File: config.mk
export PLATFORM = sky130hd
export DESIGN_NAME = fp16_fp32_converter_core
export DESIGN_NICKNAME = d
export VERILOG_FILES = /design/src/fpc_pkg.sv /design/src/fpc_s2h.sv /design/src/fpc_h2s.sv /design/src/fp16_fp32_converter_core.sv
export SDC_FILE = /design/constraint.sdc
export NUM_CORES = 1
export LEC_CHECK = 0
export BUFFER_PORTS_ARGS = -buffer_cell sky130_fd_sc_hd__buf_2
export CORE_MARGIN = 4
export CORE_UTILIZATION = 54
export CTS_CLUSTER_SIZE = 30
export DETAILED_ROUTE_END_ITERATION = 8
export PLACE_DENSITY = 0.85
export SLEW_MARGIN = 0
export SYNTH_ARGS = -nofsm -noshare
export SYNTH_HDL_FRONTEND = slang
export SYNTH_HIERARCHICAL = 1
export SYNTH_SLANG_ARGS = --single-unit
File: constraint.sdc
create_clock -name clk -period 5.3 [get_ports clk]
set_clock_uncertainty 0.1 [all_clocks]
set_input_delay 1.06 -clock clk [delete_from_list [all_inputs] [get_ports clk]]
set_output_delay 1.06 -clock clk [all_outputs]
set_load 0.02 [all_outputs]
File: src/fpc_pkg.sv
// Shared codes, constants and types for the binary32/binary16 converter.
`timescale 1ns / 1ps

package fpc_pkg;

	// Operation codes carried by func
	typedef enum logic [1:0] {
		FUNC_S2H     = 2'd0,
		FUNC_H2S     = 2'd1,
		FUNC_ROUND   = 2'd2,
		FUNC_S2H_ALT = 2'd3
	} func_t;

	// binary16 special patterns (sign excluded)
	localparam logic [14:0] HALF_INF   = 15'h7c00;
	localparam logic [14:0] HALF_QNAN  = 15'h7e00;
	localparam logic [9:0]  HALF_MANT  = 10'h3ff;

	// binary32 and binary16 exponent field limits
	localparam logic [7:0]  SINGLE_EXP_MAX = 8'hff;
	localparam logic [4:0]  HALF_EXP_MAX   = 5'h1f;

	// Exponent rebias between formats: 127 - 15
	localparam logic [7:0]  EXP_REBIAS     = 8'd112;
	// Single exponents that bound the half ranges
	localparam logic [7:0]  EXP_UNDERFLOW  = 8'd102;
	localparam logic [7:0]  EXP_SUBNORMAL  = 8'd112;
	localparam logic [7:0]  EXP_OVERFLOW   = 8'd143;
	// Subnormal shift is 126 - exponent, its guard position one less
	localparam logic [7:0]  SUB_SHIFT_BASE = 8'd126;
	localparam logic [7:0]  SUB_GUARD_BASE = 8'd125;
	// Single exponent of a half subnormal whose top bit is bit 0
	localparam logic [7:0]  SUB_EXP_BASE   = 8'd103;

	// One pipeline stage's payload
	typedef struct packed {
		func_t       func;
		logic [31:0] single_val;
		logic [15:0] half_val;
	} stage_t;

endpackage

File: src/fpc_s2h.sv
// binary32 to binary16 conversion, round to nearest even.
`timescale 1ns / 1ps

module fpc_s2h import fpc_pkg::*; (
	input  logic [31:0] single_in,
	output logic [15:0] half_res
);

	logic        sgn;
	logic [7:0]  fexp;
	logic [22:0] man;
	logic [23:0] man_ext;
	logic [4:0]  hexp;
	logic        up_n;
	logic [14:0] norm_sum;
	logic [4:0]  sh;
	logic [4:0]  sh_m1;
	logic [23:0] shifted;
	logic        guard_s;
	logic        sticky_s;
	logic        up_s;
	logic [10:0] sub_res;

	always_comb begin
		sgn     = single_in[31];
		fexp    = single_in[30:23];
		man     = single_in[22:0];
		man_ext = {1'b1, man};

		// Normal half: round the top ten mantissa bits, carry may reach the exponent
		hexp     = 5'(fexp - EXP_REBIAS);
		up_n     = man[12] && ((|man[11:0]) || man[13]);
		norm_sum = {hexp, man[22:13]} + 15'(up_n);

		// Subnormal half: shift the full significand right, then round
		sh       = 5'(SUB_SHIFT_BASE - fexp);
		sh_m1    = 5'(SUB_GUARD_BASE - fexp);
		shifted  = man_ext >> sh;
		guard_s  = |(man_ext & (24'd1 << sh_m1));
		sticky_s = |(man_ext & ((24'd1 << sh_m1) - 24'd1));
		up_s     = guard_s && (sticky_s || shifted[0]);
		sub_res  = shifted[10:0] + 11'(up_s);

		// Pick the range the exponent falls in
		if (fexp == SINGLE_EXP_MAX) begin
			half_res = {sgn, (man == 23'd0) ? HALF_INF : HALF_QNAN};
		end else if (fexp < EXP_UNDERFLOW) begin
			half_res = {sgn, 15'd0};
		end else if (fexp <= EXP_SUBNORMAL) begin
			half_res = {sgn, 4'd0, sub_res};
		end else if (fexp >= EXP_OVERFLOW) begin
			half_res = {sgn, HALF_INF};
		end else begin
			half_res = {sgn, norm_sum};
		end
	end

endmodule

File: src/fpc_h2s.sv
// binary16 to binary32 conversion, exact, subnormals normalised.
`timescale 1ns / 1ps

module fpc_h2s import fpc_pkg::*; (
	input  logic [15:0] half_in,
	output logic [31:0] single_res
);

	logic        sgn;
	logic [4:0]  ex;
	logic [9:0]  man;
	logic [3:0]  msb_pos;
	logic [3:0]  norm_sh;
	logic [9:0]  man_norm;
	logic [7:0]  sub_exp;

	always_comb begin
		sgn = half_in[15];
		ex  = half_in[14:10];
		man = half_in[9:0] & HALF_MANT;

		// Find the leading one of a subnormal mantissa
		msb_pos = 4'd0;
		for (int i = 0; i < 10; i++) begin
			if (man[i]) begin
				msb_pos = 4'(i);
			end
		end
		norm_sh  = 4'd10 - msb_pos;
		man_norm = 10'(man << norm_sh);
		sub_exp  = SUB_EXP_BASE + 8'(msb_pos);

		if (ex == 5'd0) begin
			if (man == 10'd0) begin
				single_res = {sgn, 31'd0};
			end else begin
				single_res = {sgn, sub_exp, man_norm, 13'd0};
			end
		end else if (ex == HALF_EXP_MAX) begin
			single_res = {sgn, SINGLE_EXP_MAX, man, 13'd0};
		end else begin
			single_res = {sgn, 8'(ex) + EXP_REBIAS, man, 13'd0};
		end
	end

endmodule

File: src/fp16_fp32_converter_core.sv
// Top level: input register, binary32/binary16 conversion logic, result register.
//
//  channel | valid     | stall     | payload
//  --------+-----------+-----------+------------------------------------
//  input   | in_valid  | in_stall  | func, in_single, in_half
//  output  | out_valid | out_stall | half_out, single_out
//
//  One item accepted per cycle while the output is not stalled; it passes through the
//  input register and then the result register before its result can transfer.
//  Both conversion units sit between the input and result registers, so a new item
//  can enter every cycle while the output is not stalled.
//  Reset clears the valid bits only; payload registers are not reset.
//  A stall on the output holds the result and backs up to the input once the input
//  register is also full.
`timescale 1ns / 1ps

module fp16_fp32_converter_core import fpc_pkg::*; (
	input  logic        clk,
	input  logic        arst_n,
	input  logic        in_valid,
	output logic        in_stall,
	input  logic [1:0]  func,
	input  logic [31:0] in_single,
	input  logic [15:0] in_half,
	output logic        out_valid,
	input  logic        out_stall,
	output logic [15:0] half_out,
	output logic [31:0] single_out
);

	stage_t      stage_s1;
	logic        valid_s1;
	logic        valid_q;
	logic [15:0] half_q;
	logic [31:0] single_q;
	logic        en_out;
	logic        en_s1;
	logic [15:0] half_conv;
	logic [31:0] single_conv;
	logic [15:0] h2s_operand;

	// Advance a stage when it is empty or the next one moves
	assign en_out   = !valid_q || !out_stall;
	assign en_s1    = !valid_s1 || en_out;
	assign in_stall = !en_s1;

	// Input register
	always_ff @(posedge clk or negedge arst_n) begin
		if (!arst_n) begin
			valid_s1 <= 1'b0;
		end else if (en_s1) begin
			valid_s1 <= in_valid;
		end
	end

	always_ff @(posedge clk) begin
		if (en_s1 && in_valid) begin
			stage_s1.func       <= func_t'(func);
			stage_s1.single_val <= in_single;
			stage_s1.half_val   <= in_half;
		end
	end

	fpc_s2h u_s2h (
		.single_in (stage_s1.single_val),
		.half_res  (half_conv)
	);

	// Widen the half operand for half-to-single, else the freshly narrowed half
	assign h2s_operand = (stage_s1.func == FUNC_H2S) ? stage_s1.half_val : half_conv;

	fpc_h2s u_h2s (
		.half_in    (h2s_operand),
		.single_res (single_conv)
	);

	// Result register; drop the field the operation does not produce
	always_ff @(posedge clk or negedge arst_n) begin
		if (!arst_n) begin
			valid_q <= 1'b0;
		end else if (en_out) begin
			valid_q <= valid_s1;
		end
	end

	always_ff @(posedge clk) begin
		if (en_out && valid_s1) begin
			case (stage_s1.func)
				FUNC_H2S: begin
					half_q   <= 16'd0;
					single_q <= single_conv;
				end
				FUNC_ROUND: begin
					half_q   <= half_conv;
					single_q <= single_conv;
				end
				default: begin
					half_q   <= half_conv;
					single_q <= 32'd0;
				end
			endcase
		end
	end

	assign out_valid  = valid_q;
	assign half_out   = half_q;
	assign single_out = single_q;

endmodule

**Word level (Yosys, flattened, before mapping)**

Cells that the tools add are included.

- Output and inout bits: 50
- Register bits after elaboration: 100

- Order comparisons: 3
- Add/subtract/negate cells: 9
- Equal/unequal tests: 4
- Shift-type cells: 3
- Muxes and demuxes: 18
- Reduce and logical (&&, ||, !) cells: 19
- Bitwise operators: 2

Operators with widths:

| kind | number |
|---|---|
| two-way mux 31 bit | 3 |
| two-way mux 15 bit | 4 |
| bitwise AND 24 bit | 2 |
| OR reduction 24 bit | 2 |
| two-way mux 4 bit | 8 |
| << shifter 1 x 5 -> 24 bit (first input constant) | 1 |
| >> shifter 24 x 5 -> 11 bit | 1 |
| subtractor 24 x 1 -> 24 bit (second input constant) | 1 |
| logical NOT 23 bit | 1 |
| two-way mux 16 bit | 1 |
| adder 15 x 1 -> 15 bit | 1 |
| OR reduction 12 bit | 1 |
| adder 11 x 1 -> 11 bit | 1 |
| logical NOT 10 bit | 1 |
| two-way mux 10 bit | 1 |
| << shifter 10 x 4 -> 10 bit | 1 |
| subtractor 5 bit (first input constant) | 2 |
| adder 5 x 7 -> 8 bit (second input constant) | 1 |
| adder 7 x 4 -> 8 bit (first input constant) | 1 |
| == test 8 bit (second input constant) | 1 |
| >= comparator 8 bit (second input constant) | 1 |
| <= comparator 8 x 7 -> 1 bit (second input constant) | 1 |
| less-than comparator 8 x 7 -> 1 bit (second input constant) | 1 |
| == test 5 bit (second input constant) | 1 |
| 10 further kinds | 19 |

**Logic depth before layout (Yosys ltp)**

Gate-level depths: netlist (run 1).

- Depth after elaboration: 25
- Gate-level depth with buffers: 27

**By module**

The synthesis (run 1) kept the hierarchy.

By module, submodules not included:

| module | area each (um2) | cells an instance | times used | seq. area each (um2) |
|---|---|---|---|---|
| fp16_fp32_converter_core | 3,573.4 | 178 | 1 | 2,992.9 |
| fpc_s2h | 3,524.6 | 490 | 1 | 0.0 |
| fpc_h2s | 927.1 | 157 | 1 | 0.0 |

**Least setup slack after synthesis (run 1)**

Ideal clock, no wire load.

- Path type: reg2reg
- Start point: register stage_s1[41] (netlist name)
- End point: register single_q[20], in the netlist single_out[20], data pin
- Data arrival time: 5.121 ns
- Buffers on the path: 7
- Cell stages (with the launch flop): 28
- Required time: 4.945 ns
- Setup slack: -0.176 ns
- Setup time: 0.255 ns
- Clock period less this slack: 5.476 ns
- Path through: edfxtp_1 -> buf_2 -> inv_1 -> ha_1 -> clkbuf_1 -> clkbuf_1 -> clkbuf_1 -> nand3_1 -> ha_1 -> clkbuf_1 -> inv_1 -> a2111oi_2 -> o22ai_1 -> o31a_1 -> buf_2 -> o31a_1 -> a2111oi_0 -> nand4_1 -> o21a_1 -> nor2b_1 -> a21o_1 -> nor3_1 -> a41o_1 -> buf_6 -> nor3_1 -> a22oi_1 -> o31ai_1 -> and2b_2

RTL lines:

| what | line | source |
|---|---|---|
| start: declaration | fp16_fp32_converter_core.sv:31 | `stage_t stage_s1;` |
| subtractor 5 bit | fpc_s2h.sv:37 | `sh_m1 = 5'(SUB_GUARD_BASE - fexp);` |
| << shifter 1 x 5 -> 24 bit | fpc_s2h.sv:39, fpc_s2h.sv:40 |  |
| subtractor 24 x 1 -> 24 bit | fpc_s2h.sv:40 | `sticky_s = \|(man_ext & ((24'd1 << sh_m1) - 24'd1));` |
| bitwise AND 24 bit | fpc_s2h.sv:40 |  |
| OR reduction 24 bit | fpc_s2h.sv:40 |  |
| logical OR 1 bit | fpc_s2h.sv:41 | `up_s = guard_s && (sticky_s \|\| shifted[0]);` |
| logical AND 1 bit | fpc_s2h.sv:41 |  |
| adder 11 x 1 -> 11 bit | fpc_s2h.sv:42 | `sub_res = shifted[10:0] + 11'(up_s);` |
| (+2 left out) | - |  |
| two-way mux 15 bit * | fpc_s2h.sv:45 | `if (fexp == SINGLE_EXP_MAX) begin` |
| net half_conv[0] | fp16_fp32_converter_core.sv:38 | `logic [15:0] half_conv;` |
| two-way mux 16 bit * | fp16_fp32_converter_core.sv:70 | `assign h2s_operand = (stage_s1.func == FUNC_H2S) ? stage_s1.half_val : half_conv;` |
| net h2s_operand[0] | fp16_fp32_converter_core.sv:40 | `logic [15:0] h2s_operand;` |
| << shifter 10 x 4 -> 10 bit / logical NOT 10 bit (equally long branches) | fpc_h2s.sv:30, fpc_h2s.sv:34 |  |
| two-way mux 31 bit * | fpc_h2s.sv:34 | `if (man == 10'd0) begin` |
| two-way mux 31 bit * | fpc_h2s.sv:33 | `if (ex == 5'd0) begin` |
| net single_conv[20] | fp16_fp32_converter_core.sv:39 | `logic [31:0] single_conv;` |
| end signal: assignment | fp16_fp32_converter_core.sv:91 | `single_q <= single_conv;` |
| end signal: assignment | fp16_fp32_converter_core.sv:95 | `single_q <= single_conv;` |
| end: declaration | fp16_fp32_converter_core.sv:35 | `logic [31:0] single_q;` |

Mark *: on every way through the listed nets, which the timed path passes. The rest lies on a longest branch.
A chain may end at the register's enable or synchronous reset.

**Worst setup path in the final report (run 1)**

- Start point: register stage_s1[39] (netlist name)
- End point: register single_q[18], in the netlist single_out[18], data pin

RTL lines:

| what | line | source |
|---|---|---|
| subtractor 5 bit | fpc_s2h.sv:37 |  |
| << shifter 1 x 5 -> 24 bit | fpc_s2h.sv:39, fpc_s2h.sv:40 |  |
| subtractor 24 x 1 -> 24 bit | fpc_s2h.sv:40 |  |
| bitwise AND 24 bit | fpc_s2h.sv:40 |  |
| OR reduction 24 bit | fpc_s2h.sv:40 |  |
| logical OR 1 bit | fpc_s2h.sv:41 |  |
| logical AND 1 bit | fpc_s2h.sv:41 |  |
| adder 11 x 1 -> 11 bit | fpc_s2h.sv:42 |  |
| two-way mux 15 bit | fpc_s2h.sv:49 | `end else if (fexp <= EXP_SUBNORMAL) begin` |
| two-way mux 15 bit | fpc_s2h.sv:47 | `end else if (fexp < EXP_UNDERFLOW) begin` |
| two-way mux 15 bit * | fpc_s2h.sv:45 |  |
| net half_conv[10] | fp16_fp32_converter_core.sv:38 |  |
| two-way mux 16 bit * | fp16_fp32_converter_core.sv:70 |  |
| net h2s_operand[10] | fp16_fp32_converter_core.sv:40 |  |
| logical NOT 5 bit * | fpc_h2s.sv:33 |  |
| two-way mux 31 bit * | fpc_h2s.sv:33 |  |
| net single_conv[18] | fp16_fp32_converter_core.sv:39 |  |

Marks and branches as above.

==> metrics.csv, run 1 <==
stage,metric,value,unit
status,outcome,"complete, no violations",
clock_network,cts_max_level,3,
floorplanning,die_w,130,um
pwr,max-vdd-ir-drop,0.209,mV
global_route,grt_pass1_vias,7312,
clock_network,hold_buffers,0,
clock_network,cts_sinks,100,
finish,final_util,70.6,%
worst_setup_path,slowest_delay,0.53,ns
yosys,ys_warn_count,6,
finish,area_delta_synth_final,27.8,%
global_route,grt_max_degree,49,
sta,period_needed,5.23,ns
routing,ant_nets,0,
floorplanning,rows,44,
yosys,syn_area,8030,sq um
worst_setup_path,cp_top_family,simple AND/OR/NAND/NOR gates,
clock_network,cts_made_buffers,9,
floorplanning,dieArea,16900,sq um
global_route,grt_busiest_layer,met2,
routing,drtPass1Iterations,7,
finish,final_nets,1088,
sta,fin_crit_sh,98.7,%
routing,drt-total-wl,27.0,mm
global_route,gr-usage-met3,6.22,%
finish,n_fill_cell,1060,
global_route,grt_pass1_wl,40.0,mm
global_route,grt.met2_usage,48.4,%
pwr,power.density,281,nW/um^2
sta,grt_setup_unrepaired,true,
global_route,grt_util_met1,42.2,%
sta,setup_violations,0,
placed_design,pre_cts_slack,-0.207,ns
routing,vias,7916,
finish,stdcell_area,10300,sq um
placed_design,dp.cells,1173,
yosys,ys_top_cells_by_count,"edfxtp_1, nand2_1, nor2_1, clkbuf_1, a21oi_1",
global_route,antenna_found_initial,0,
sta,setup_slack,0.0692,ns
yosys,ys_seq_area_share,37.3,%
worst_setup_path,critPathLaunchType,flip-flop,
sta,slew_violations,0,
floorplanning,core,14500,sq um
finish,seq_area,2990,sq um
yosys,synth_area_per_cell,9.73,sq um
worst_setup_path,arrival,5.37,ns
worst_setup_path,crit_buf_inv,3,
placed_design,place_congestion,0.996,
routing,drtIter0Drc,997,
flow_run,maxCapViolations,0,
yosys,synth_area_leaders,"edfxtp_1, mux4_2, mux2i_1, and2b_2, nand2_1",
worst_setup_path,worstPathRequired,5.43,ns
finish,multi_input_area,4890,sq um
worst_setup_path,endpoint_kind,flip-flop,
clock_network,insertion_delay,0.36,ns
yosys,synthDistinctLibCells,96,
routing,wl_per_cell,22.3,um
finish,layout-drive-gt1-share,38.8,%
sta,setup-tns-final,0,ns
clock_network,clockBufferDepth,2,
floorplanning,dieHeight,130,um
worst_setup_path,path_class,flip-flop to flip-flop,
worst_setup_path,crit_chain,"inv_2, ha_4, buf_8, mux2i_2, mux4_2, nor3_2, nor3_2, a21oi_2, ha_4, nand4b_4, nor4_4, xnor2_2, a221oi_2, nor2b_4, a21o_1, or3_4, a41o_4, buf_4, nand2b_4, or3_1, nand3_1, and2b_2",
clock_network,clockRootBuffer,clkbuf_16,
worst_setup_path,critPathMaxFanout,7,
yosys,async_flop_share,2.00,%
clock_network,clk_pin_slew,0.08,ns
yosys,synth_edf_count,98,
worst_setup_path,path_depth,22,
placed_design,placed_area,9410,sq um
placed_design,io_buffers,103,
routing,route.detailed.drc,0,
global_route,grt_overflow,0,
yosys,yosys.area.top_type,edfxtp_1,
worst_setup_path,r2r.worst_path.cells,22,
routing,viasPerCell,6.54,
clock_network,cts_tree,yes,
worst_hold_path,hold_path.class,input port to async pin,
sta,hold_slack,0.371,ns
global_route,grt_usage,30.8,%
yosys,syn-instance-count,825,
pwr,power,2.88,mW
floorplanning,pin_count,104,
sta,fmax,0.191,GHz
yosys,ys_seq_elements,100,
yosys,synth_ff_type,edfxtp_1,
yosys,yosysMostFrequentCell,edfxtp_1,
worst_setup_path,cpMaxStageDelayCell,mux4_2,
sta,worstMarginPinSlew,0.820,ns
yosys,synth_top_area_share,36.7,%
sta,hold_viol_final,0,
placed_design,dp_hpwl,19.6,mm
sta,slew-limit-headroom,45.3,%
finish,instances_no_fill,1211,
floorplanning,start_util,55.2,%
finish,antenna_cells,0,
pwr,cellLeakagePower,4.26,nW
## state kept, by name, summed over array words and instances (netlist names)
name and count:
half_out 16, valid_s1 1, stage_s1 50, out_valid 1, single_out 32
## area by class of cell
cell class	instances	share of cell area [%]
clock buffer	9	2.20
clock inverter	7	1.13
inverter	21	0.769
multi-input combinational	633	47.7
sequential	100	29.2
tap	184	2.25
timing repair buffer	257	16.8
## routing by layer
layer  part of all wire [%]  vias to the layer above
li1                       -                     3496
met1                     40                     3714
met2                     45                      600
met3                     11                      106
met4                    3.8                        0
met5                      0                        -
## cells in the final DEF (no fill, tap or decap), types with 6 or more instances in the layout
cell type and count:
buf_4 146, buf_2 103, edfxtp_1 98, nand2_1 63, nor2_1 46, a21oi_1 36, nor2b_1 29, nand3_1 28
and2b_2 28, o21ai_0 28, mux2i_1 26, a21o_1 22, inv_1 17, xnor2_1 17, nor3_1 15, nand2b_1 14
mux4_2 14, nand4_1 13, conb_1 13, o22ai_1 12, a22oi_1 11, a31oi_1 10, clkbuf_16 9, xor2_1 9
nor3_2 8, mux2_2 8, a21boi_0 7, o21ai_1 6, o221ai_1 6, and2_1 6
## where the power goes
part | internal [mW] | total (mW) | leakage (nW) | switching (mW)
Combinational | 0.495 | 1.13 | 3.12 | 0.636
Clock | 0.427 | 0.756 | 0.167 | 0.329
Sequential | 0.951 | 0.996 | 0.979 | 0.0455
Total | 1.87 | 2.88 | 4.26 | 1.01
## final timing paths
kind                         startpoint        endpoint  slack (ns)
max                        stage_s1[39]  single_out[18]        0.07
max in group asynchronous        arst_n       out_valid        4.64
min                              arst_n        valid_s1        0.37
min reg2reg                    valid_s1       out_valid        0.40
min in group clk               valid_s1       out_valid        0.40
max reg2reg                stage_s1[39]  single_out[18]        0.07
## cell families (layout without fill, tap and decap cells)
logic type | Yosys count | after routing | share of synthesized area [%]
multiplexers | 54 | 54 | 9.65
adder cells (fa/ha/maj) | 12 | 12 | 1.87
XOR/XNOR | 29 | 29 | 3.40
AND/OR/NAND/NOR | 295 | 295 | 20.8
buffers and inverters | 104 | 294 | 6.42
other | 1 | 13 | 0.0467
AO/OA/AOI/OAI | 230 | 230 | 20.5
flip-flops | 100 | 100 | 37.3
## timing repair
| item | CTS | global route |
|---|---|---|
| setup buffers | 1 | 22 |
| gates cloned | 0 | 0 |
| endpoints found under the setup margin | 12 | 15 |
| pin swaps | 3 | 20 |
| gates resized for setup | 8 | 65 |
(Power assumes the default switching activity.)
==> inputs of run 2 (changes only) <==
ABC_AREA = 1   (was not set)
==> run 2 against run 1 <==
Register-to-register slack improved by 0.21 ns. Worst hold slack improved by 0.00075 ns. Final area fell by 14%. Sequential power shrank 1%. Non-clock buffer count down 134. First-iteration DRC count fell by 8.3%. Synthesized cell count is 32% higher. Clock power fell by 12%. Via count fell by 2.6%. Utilization shrank 7.8 points. Critical path depth grew 11. Critical path type unchanged.
==> metrics.csv, run 2 <==
stage,metric,value,unit,change
status,outcome,"complete, no violations",,
finish,antenna_cells,0,,unchanged
worst_setup_path,path_class,flip-flop to flip-flop,,
placed_design,placed_area,8350,sq um,-11%
yosys,ys_seq_elements,100,,unchanged
worst_setup_path,cpMostUsedCell,inv_1,,
yosys,yosysMostFrequentCell,nand2_1,,
pwr,switching_power,962,uW,-4.7%
worst_setup_path,critPathLaunchType,flip-flop,,
yosys,synth_top_area_share,37.9,%,+1.2 points
worst_setup_path,endpoint_kind,flip-flop,,
clock_network,hold_buffers,0,,unchanged
global_route,grt_overflow,0,,unchanged
worst_setup_path,reg2reg_from,stage_s1[40],,
yosys,synth_area_per_cell,7.13,sq um,-27%
finish,layout-drive-gt1-share,18.6,%,-20 points
finish,seq_area,2990,sq um,unchanged
sta,hold_viol_final,0,,unchanged
finish,top_register,stage_s1,,
global_route,grt_pass1_vias,6786,,-7.2%
sta,setup-tns-final,0,ns,unchanged
placed_design,dp_hpwl,16.0,mm,-18%
worst_setup_path,worst-r2r-setup-slack,0.28,ns,+0.21 ns
finish,multi_input_area,3910,sq um,-20%
finish,instances_no_fill,1373,,+13%
sta,fin_crit_sh,94.7,%,-4.0 points
yosys,async_flop_share,2.00,%,unchanged
clock_network,cts_max_level,3,,unchanged
yosys,yosys.area.top_type,edfxtp_1,,
finish,stdcell_area,8770,sq um,-14%
clock_network,cts_made_buffers,9,,unchanged
pwr,p_comb_share,34.5,%,-4.7 points
routing,wl_per_cell,15.3,um,-31%
worst_setup_path,critPathMaxFanout,13,,+6
sta,setup_violations,0,,unchanged
yosys,synth_edf_count,98,,unchanged
floorplanning,dieArea,16400,sq um,-2.9%
routing,vias,7708,,-2.6%
clock_network,clockRootBuffer,clkbuf_16,,
routing,drtIter0Drc,914,,-8.3%
pwr,switching_share,38.2,%,+3.1 points
flow_run,maxCapViolations,0,,unchanged
clock_network,clk_pin_slew,0.07,ns,about the same
floorplanning,pin_count,104,,unchanged
finish,final_nets,1254,,+15%
routing,ant_nets,0,,unchanged
clock_network,insertion_delay,0.36,ns,about the same
finish,final_common_cell,nand2_1,,
worst_hold_path,hold_path.class,input port to async pin,,
yosys,synth_area_leaders,"edfxtp_1, nand2_1, inv_1, nor2_1, o21ai_0",,
finish,area_delta_synth_final,12.8,%,
yosys,syn-instance-count,1091,,+32%
worst_setup_path,slowest_delay,0.46,ns,-0.07 ns
routing,viasPerCell,5.61,,-14%
yosys,synth_ff_type,edfxtp_1,,
pwr,internal_power,1.56,mW,-17%
yosys,ys_warn_count,6,,unchanged
pwr,max-vdd-ir-drop,0.206,mV,-1.8%
yosys,syn_area,7770,sq um,-3.1%
yosys,synthDistinctLibCells,52,,-46%
finish,largest_register_ffs,50,,unchanged
pwr,cellLeakagePower,4.18,nW,-1.9%
floorplanning,core,14000,sq um,-3.8%
floorplanning,dieHeight,128,um,-1.5%
worst_setup_path,arrival,4.99,ns,-0.38 ns
worst_setup_path,cpMaxStageDelayCell,edfxtp_1,,
worst_setup_path,cp-startpoint,stage_s1[40],,
clock_network,clockBufferDepth,2,,unchanged
global_route,antenna_found_initial,0,,unchanged
worst_setup_path,r2r.worst_path.cells,33,,+50%
pwr,clock_power_share,26.4,%,+0.2 points
placed_design,dp.cells,1352,,+15%
finish,n_fill_cell,1232,,+16%
pwr,power,2.52,mW,-13%
yosys,ys_top_cells_by_count,"nand2_1, inv_1, nor2_1, edfxtp_1, o21ai_0",,
sta,worstMarginPinSlew,1.04,ns,+0.219 ns
sta,slew-limit-headroom,30.7,%,-15 points
routing,route.detailed.drc,0,,unchanged
worst_setup_path,worstPathRequired,5.27,ns,-0.16 ns
floorplanning,start_util,55.6,%,+0.36 points
sta,hold_slack,0.372,ns,+0.000749 ns
sta,slew_violations,0,,unchanged
floorplanning,die_w,128,um,-1.5%
sta,fmax,0.199,GHz,+4.2%
sta,period_needed,5.02,ns,-0.212 ns
global_route,grt_usage,25.0,%,-5.8 points
yosys,ys_seq_area_share,38.5,%,+1.2 points
global_route,grt_max_degree,51,,+4.1%
worst_setup_path,reg2reg_to,single_out[16],,
global_route,grt_pass1_wl,32.8,mm,-18%
routing,drtPass1Iterations,6,,-1
placed_design,io_buffers,103,,unchanged
placed_design,place_congestion,1.05,,+5.1%
pwr,power.density,287,nW/um^2,+2.2%
floorplanning,rows,43,,-2.3%
finish,most-common-layout-cells,"nand2_1, inv_1, nor2_1",,
clock_network,cts_tree,yes,,
clock_network,cts_sinks,100,,unchanged
routing,drt-total-wl,21.1,mm,-22%
pwr,seqPwrFrac,39.1,%,+4.5 points
## run 2: changes by cell type after synthesis, moves of 24 or more
cell and change:
a21o_1 -24, nor2b_1 -31, nor2_1 +83, clkbuf_1 -37, mux2i_1 -28, o21ai_0 +63
nand3_1 +61, inv_1 +131, and2b_2 -28, nand2_1 +207
## run 2: power groups by stage
stage	logic (mW)	clock network (mW)	registers, mW
final	0.869	0.667	0.986
after CTS	0.822	0.681	0.986
after floorplan	0.593	0	1.04
after global routing	0.959	0.716	0.992
after global placement	0.808	0	1.00
after detailed placement	0.817	0	1.00
## run 2: critical path, delay by kind of cell, from the launching register on
family          cells  cell delay [ns]
simple gates       19             2.23
buf+inv             8             0.86
compound gates      4             0.63
flops               1             0.46
fa+ha+maj           2             0.41
## run 2: kinds of logic (layout without fill, tap and decap cells)
| kind of cell | Yosys count | count (layout) | synth area share (%) |
|---|---|---|---|
| other | 1 | 13 | 0.0482 |
| multiplexers | 1 | 1 | 0.129 |
| flip-flops | 100 | 100 | 38.5 |
| adder cells (fa/ha/maj) | 12 | 12 | 1.93 |
| AND/OR/NAND/NOR | 580 | 580 | 33.2 |
| AO/OA/AOI/OAI | 170 | 170 | 12.7 |
| buffers and inverters | 219 | 309 | 12.5 |
| XOR/XNOR | 8 | 8 | 0.998 |
## run 2: worst max-delay path by stage
stage,to,slack [ns]
floorplan,single_out[16],0.66
global placement,single_out[21],0.21
detailed placement,single_out[22],0.16
CTS,single_out[22],0.13
global route,single_out[22],-0.08
finish,single_out[16],0.28
## run 2: stage by stage
step	worst slack (ns)	util [%]
2_1_floorplan	0.655	-
3_3_place_gp	0.212	59.7
3_5_place_dp	0.164	59.7
4_1_cts	0.131	61.9
5_1_grt	-0.0807	62.7
6_report	0.281	62.7
## run 2: timing repair
action,4_1_cts,5_1_grt
setup endpoints to repair,0,12
setup buffers,0,5
resized for setup,0,27
## run 2: final cells by class
type,instances,share of cell area (%)
tap,180,2.57
clock buffer,9,2.57
timing repair buffer,123,7.93
multi-input combinational,784,44.6
sequential,100,34.1
inverter,170,7.32
clock inverter,7,0.913
## run 2: per-layer routing
layer	vias up	share of wire [%]	wire, um	track usage, %
li1	3733	-	-	-
met1	3467	42	8850	34.0
met2	451	47	9890	40.8
met3	57	8.6	1810	3.83
met4	0	2.5	521	8.80
met5	-	0	0	0
==> inputs of run 3 (changes only) <==
CELL_PAD_IN_SITES_DETAIL_PLACEMENT = 0   (was not set)
CELL_PAD_IN_SITES_GLOBAL_PLACEMENT = 1   (was not set)
CORE_ASPECT_RATIO = 1.75   (was not set)
CORE_UTILIZATION = 39   (was 54)
==> run 3 against run 2 <==
Maximum frequency rose by 1.3%. Count of clock-buffer cells in the layout did not move. Power up 2.5%. Sequential cell count unchanged. Global-route usage shrank 1.4 points. Clock power up 2%. Die area is 36% higher. Critical path type unchanged. Largest power group unchanged. Highest routed layer unchanged.
==> metrics.csv, run 3 (same netlist as run 2, synthesis figures left out) <==
stage,metric,value,unit,change
status,outcome,"complete, no violations",,
sta,fmax,0.202,GHz,+1.3%
worst_setup_path,r2r.worst_path.cells,33,,unchanged
finish,n_fill_cell,2042,,+66%
floorplanning,dieHeight,195,um,+52%
worst_setup_path,worstPathRequired,5.27,ns,about the same
clock_network,cts_tree,yes,,
flow_run,maxCapViolations,0,,unchanged
sta,worstMarginPinSlew,1.15,ns,+0.108 ns
finish,top_register,stage_s1,,
placed_design,dp.cells,1426,,+5.5%
placed_design,place_congestion,0.979,,-6.4%
clock_network,insertion_delay,0.36,ns,about the same
finish,stdcell_area,8960,sq um,+2.2%
floorplanning,core,19700,sq um,+41%
placed_design,dp_hpwl,20.9,mm,+30%
worst_setup_path,reg2reg_from,stage_s1[40],,
finish,final_nets,1267,,+1.0%
global_route,grt_usage,23.6,%,-1.4 points
sta,setup_violations,0,,unchanged
finish,most-common-layout-cells,"nand2_1, inv_1, nor2_1",,
clock_network,clockBufferDepth,2,,unchanged
sta,slew-limit-headroom,23.5,%,-7.2 points
finish,layout-drive-gt1-share,19.7,%,+1.1 points
floorplanning,pin_count,104,,unchanged
routing,route.detailed.drc,0,,unchanged
clock_network,cts_sinks,100,,unchanged
global_route,grt_max_degree,51,,unchanged
worst_setup_path,critPathMaxFanout,6,,-7
worst_hold_path,hold_path.class,input port to async pin,,
worst_setup_path,reg2reg_to,single_out[16],,
clock_network,clk_pin_slew,0.07,ns,about the same
routing,drtPass1Iterations,5,,-1
pwr,max-vdd-ir-drop,0.202,mV,-1.8%
worst_setup_path,endpoint_kind,flip-flop,,
routing,wl_per_cell,18.0,um,+17%
floorplanning,rows,68,,+58%
worst_setup_path,arrival,4.93,ns,-0.06 ns
finish,antenna_cells,0,,unchanged
routing,viasPerCell,5.25,,-6.4%
routing,vias,7625,,-1.1%
global_route,grt_pass1_wl,40.8,mm,+24%
clock_network,cts_made_buffers,9,,unchanged
global_route,grt_pass1_vias,7840,,+16%
global_route,gr-usage-met3,2.74,%,-1.1 points
sta,fin_crit_sh,93.5,%,-1.2 points
floorplanning,dieArea,22300,sq um,+36%
worst_setup_path,path_class,flip-flop to flip-flop,,
finish,area_delta_synth_final,15.3,%,
global_route,grt_busiest_layer,met2,,
pwr,power.density,289,nW/um^2,+0.37%
sta,period_needed,4.95,ns,-0.0643 ns
worst_setup_path,cp-startpoint,stage_s1[40],,
pwr,power,2.59,mW,+2.5%
global_route,grt_overflow,0,,unchanged
sta,slew_violations,0,,unchanged
floorplanning,die_w,115,um,-10%
pwr,cellLeakagePower,4.24,nW,+1.3%
finish,largest_register_ffs,50,,unchanged
routing,drtIter0Drc,475,,-48%
worst_setup_path,critPathLaunchType,flip-flop,,
global_route,antenna_found_initial,0,,unchanged
finish,instances_no_fill,1451,,+5.7%
sta,hold_viol_final,0,,unchanged
sta,grt_setup_unrepaired,true,,
floorplanning,start_util,39.6,%,-16 points
clock_network,cts_max_level,3,,unchanged
global_route,grt_util_met1,22.5,%,-12 points
placed_design,io_buffers,103,,unchanged
worst_setup_path,slowest_delay,0.41,ns,-0.05 ns
worst_setup_path,cpMaxStageDelayCell,edfxtp_1,,
finish,final_common_cell,nand2_1,,
routing,ant_nets,0,,unchanged
routing,drt-total-wl,26.1,mm,+24%
placed_design,placed_area,8510,sq um,+1.9%
worst_setup_path,worst-r2r-setup-slack,0.35,ns,+0.06 ns
clock_network,clockRootBuffer,clkbuf_16,,
global_route,grt.met2_usage,44.8,%,+4.0 points
## run 3: cell types whose count changed in the layout (fill, tap and decap cells not counted), moves of 2 or more
cell	change
inv_2	-2
buf_4	+14
o21ai_1	-2
clkinvlp_4	+2
nand2_2	+2
o21ai_0	+2
clkinv_8	-2
nor2_1	-2
## run 3: through the flow
step / setup WS [ns] / utilization, % / hold slack (ns) / setup TNS [ns]
floorplan: 0.655 / - / 0.346 / 0
detailed placement: 0.180 / 43.3 / 0.410 / 0
global route: -0.00775 / 45.6 / 0.365 / -0.0144
finish: 0.345 / 45.6 / 0.376 / 0
global placement: 0.130 / 43.3 / 0.390 / 0
CTS: 0.142 / 44.9 / 0.366 / 0
## run 3: worst max-delay path: cells and delay by family (launching register included)
kind                       cells  cell delay [ns]
AOI/OAI and AO/OA              4             0.59
and+or+nand+nor               19             2.28
DFF                            1             0.41
adders and majority gates      2             0.53
buffers and inverters          8             0.75
## run 3: worst max path at each step
stage	endpoint	slack, ns	depth (start not counted)
6_report	single_out[16]	0.35	33
5_1_grt	single_out[22]	-0.008	33
4_1_cts	single_out[22]	0.14	33
3_5_place_dp	single_out[22]	0.18	33
3_3_place_gp	single_out[22]	0.13	31
2_1_floorplan	single_out[16]	0.66	31
## run 3: what timing repair did
action	in CTS	in global routing
buffers inserted	0	8
hold buffers	0	0
endpoints found under the setup margin	0	13
gates resized for setup	0	27
## run 3: cell type report
| cell class | count | area [sq um] | share of cell area, % |
|---|---|---|---|
| flip-flops and latches | 100 | 2990 | 33.4 |
| well taps | 245 | 307 | 3.42 |
| inverters | 170 | 644 | 7.19 |
| repair buffers | 135 | 776 | 8.66 |
| clock inverters | 7 | 76.3 | 0.852 |
| multi-input cells | 785 | 3940 | 44.0 |
| clock buffers | 9 | 225 | 2.51 |
## run 3: where the power goes
group | internal, mW | switching (mW) | total [mW]
combinational | 0.282 | 0.634 | 0.915
clock | 0.369 | 0.312 | 0.680
sequential | 0.952 | 0.0381 | 0.990
total | 1.60 | 0.983 | 2.59
## run 3: metal layers
layer	up-vias	part of all wire, %
li1	3757	-
met5	-	0
met4	0	8.0
met3	99	3.3
met1	3521	33
met2	248	56
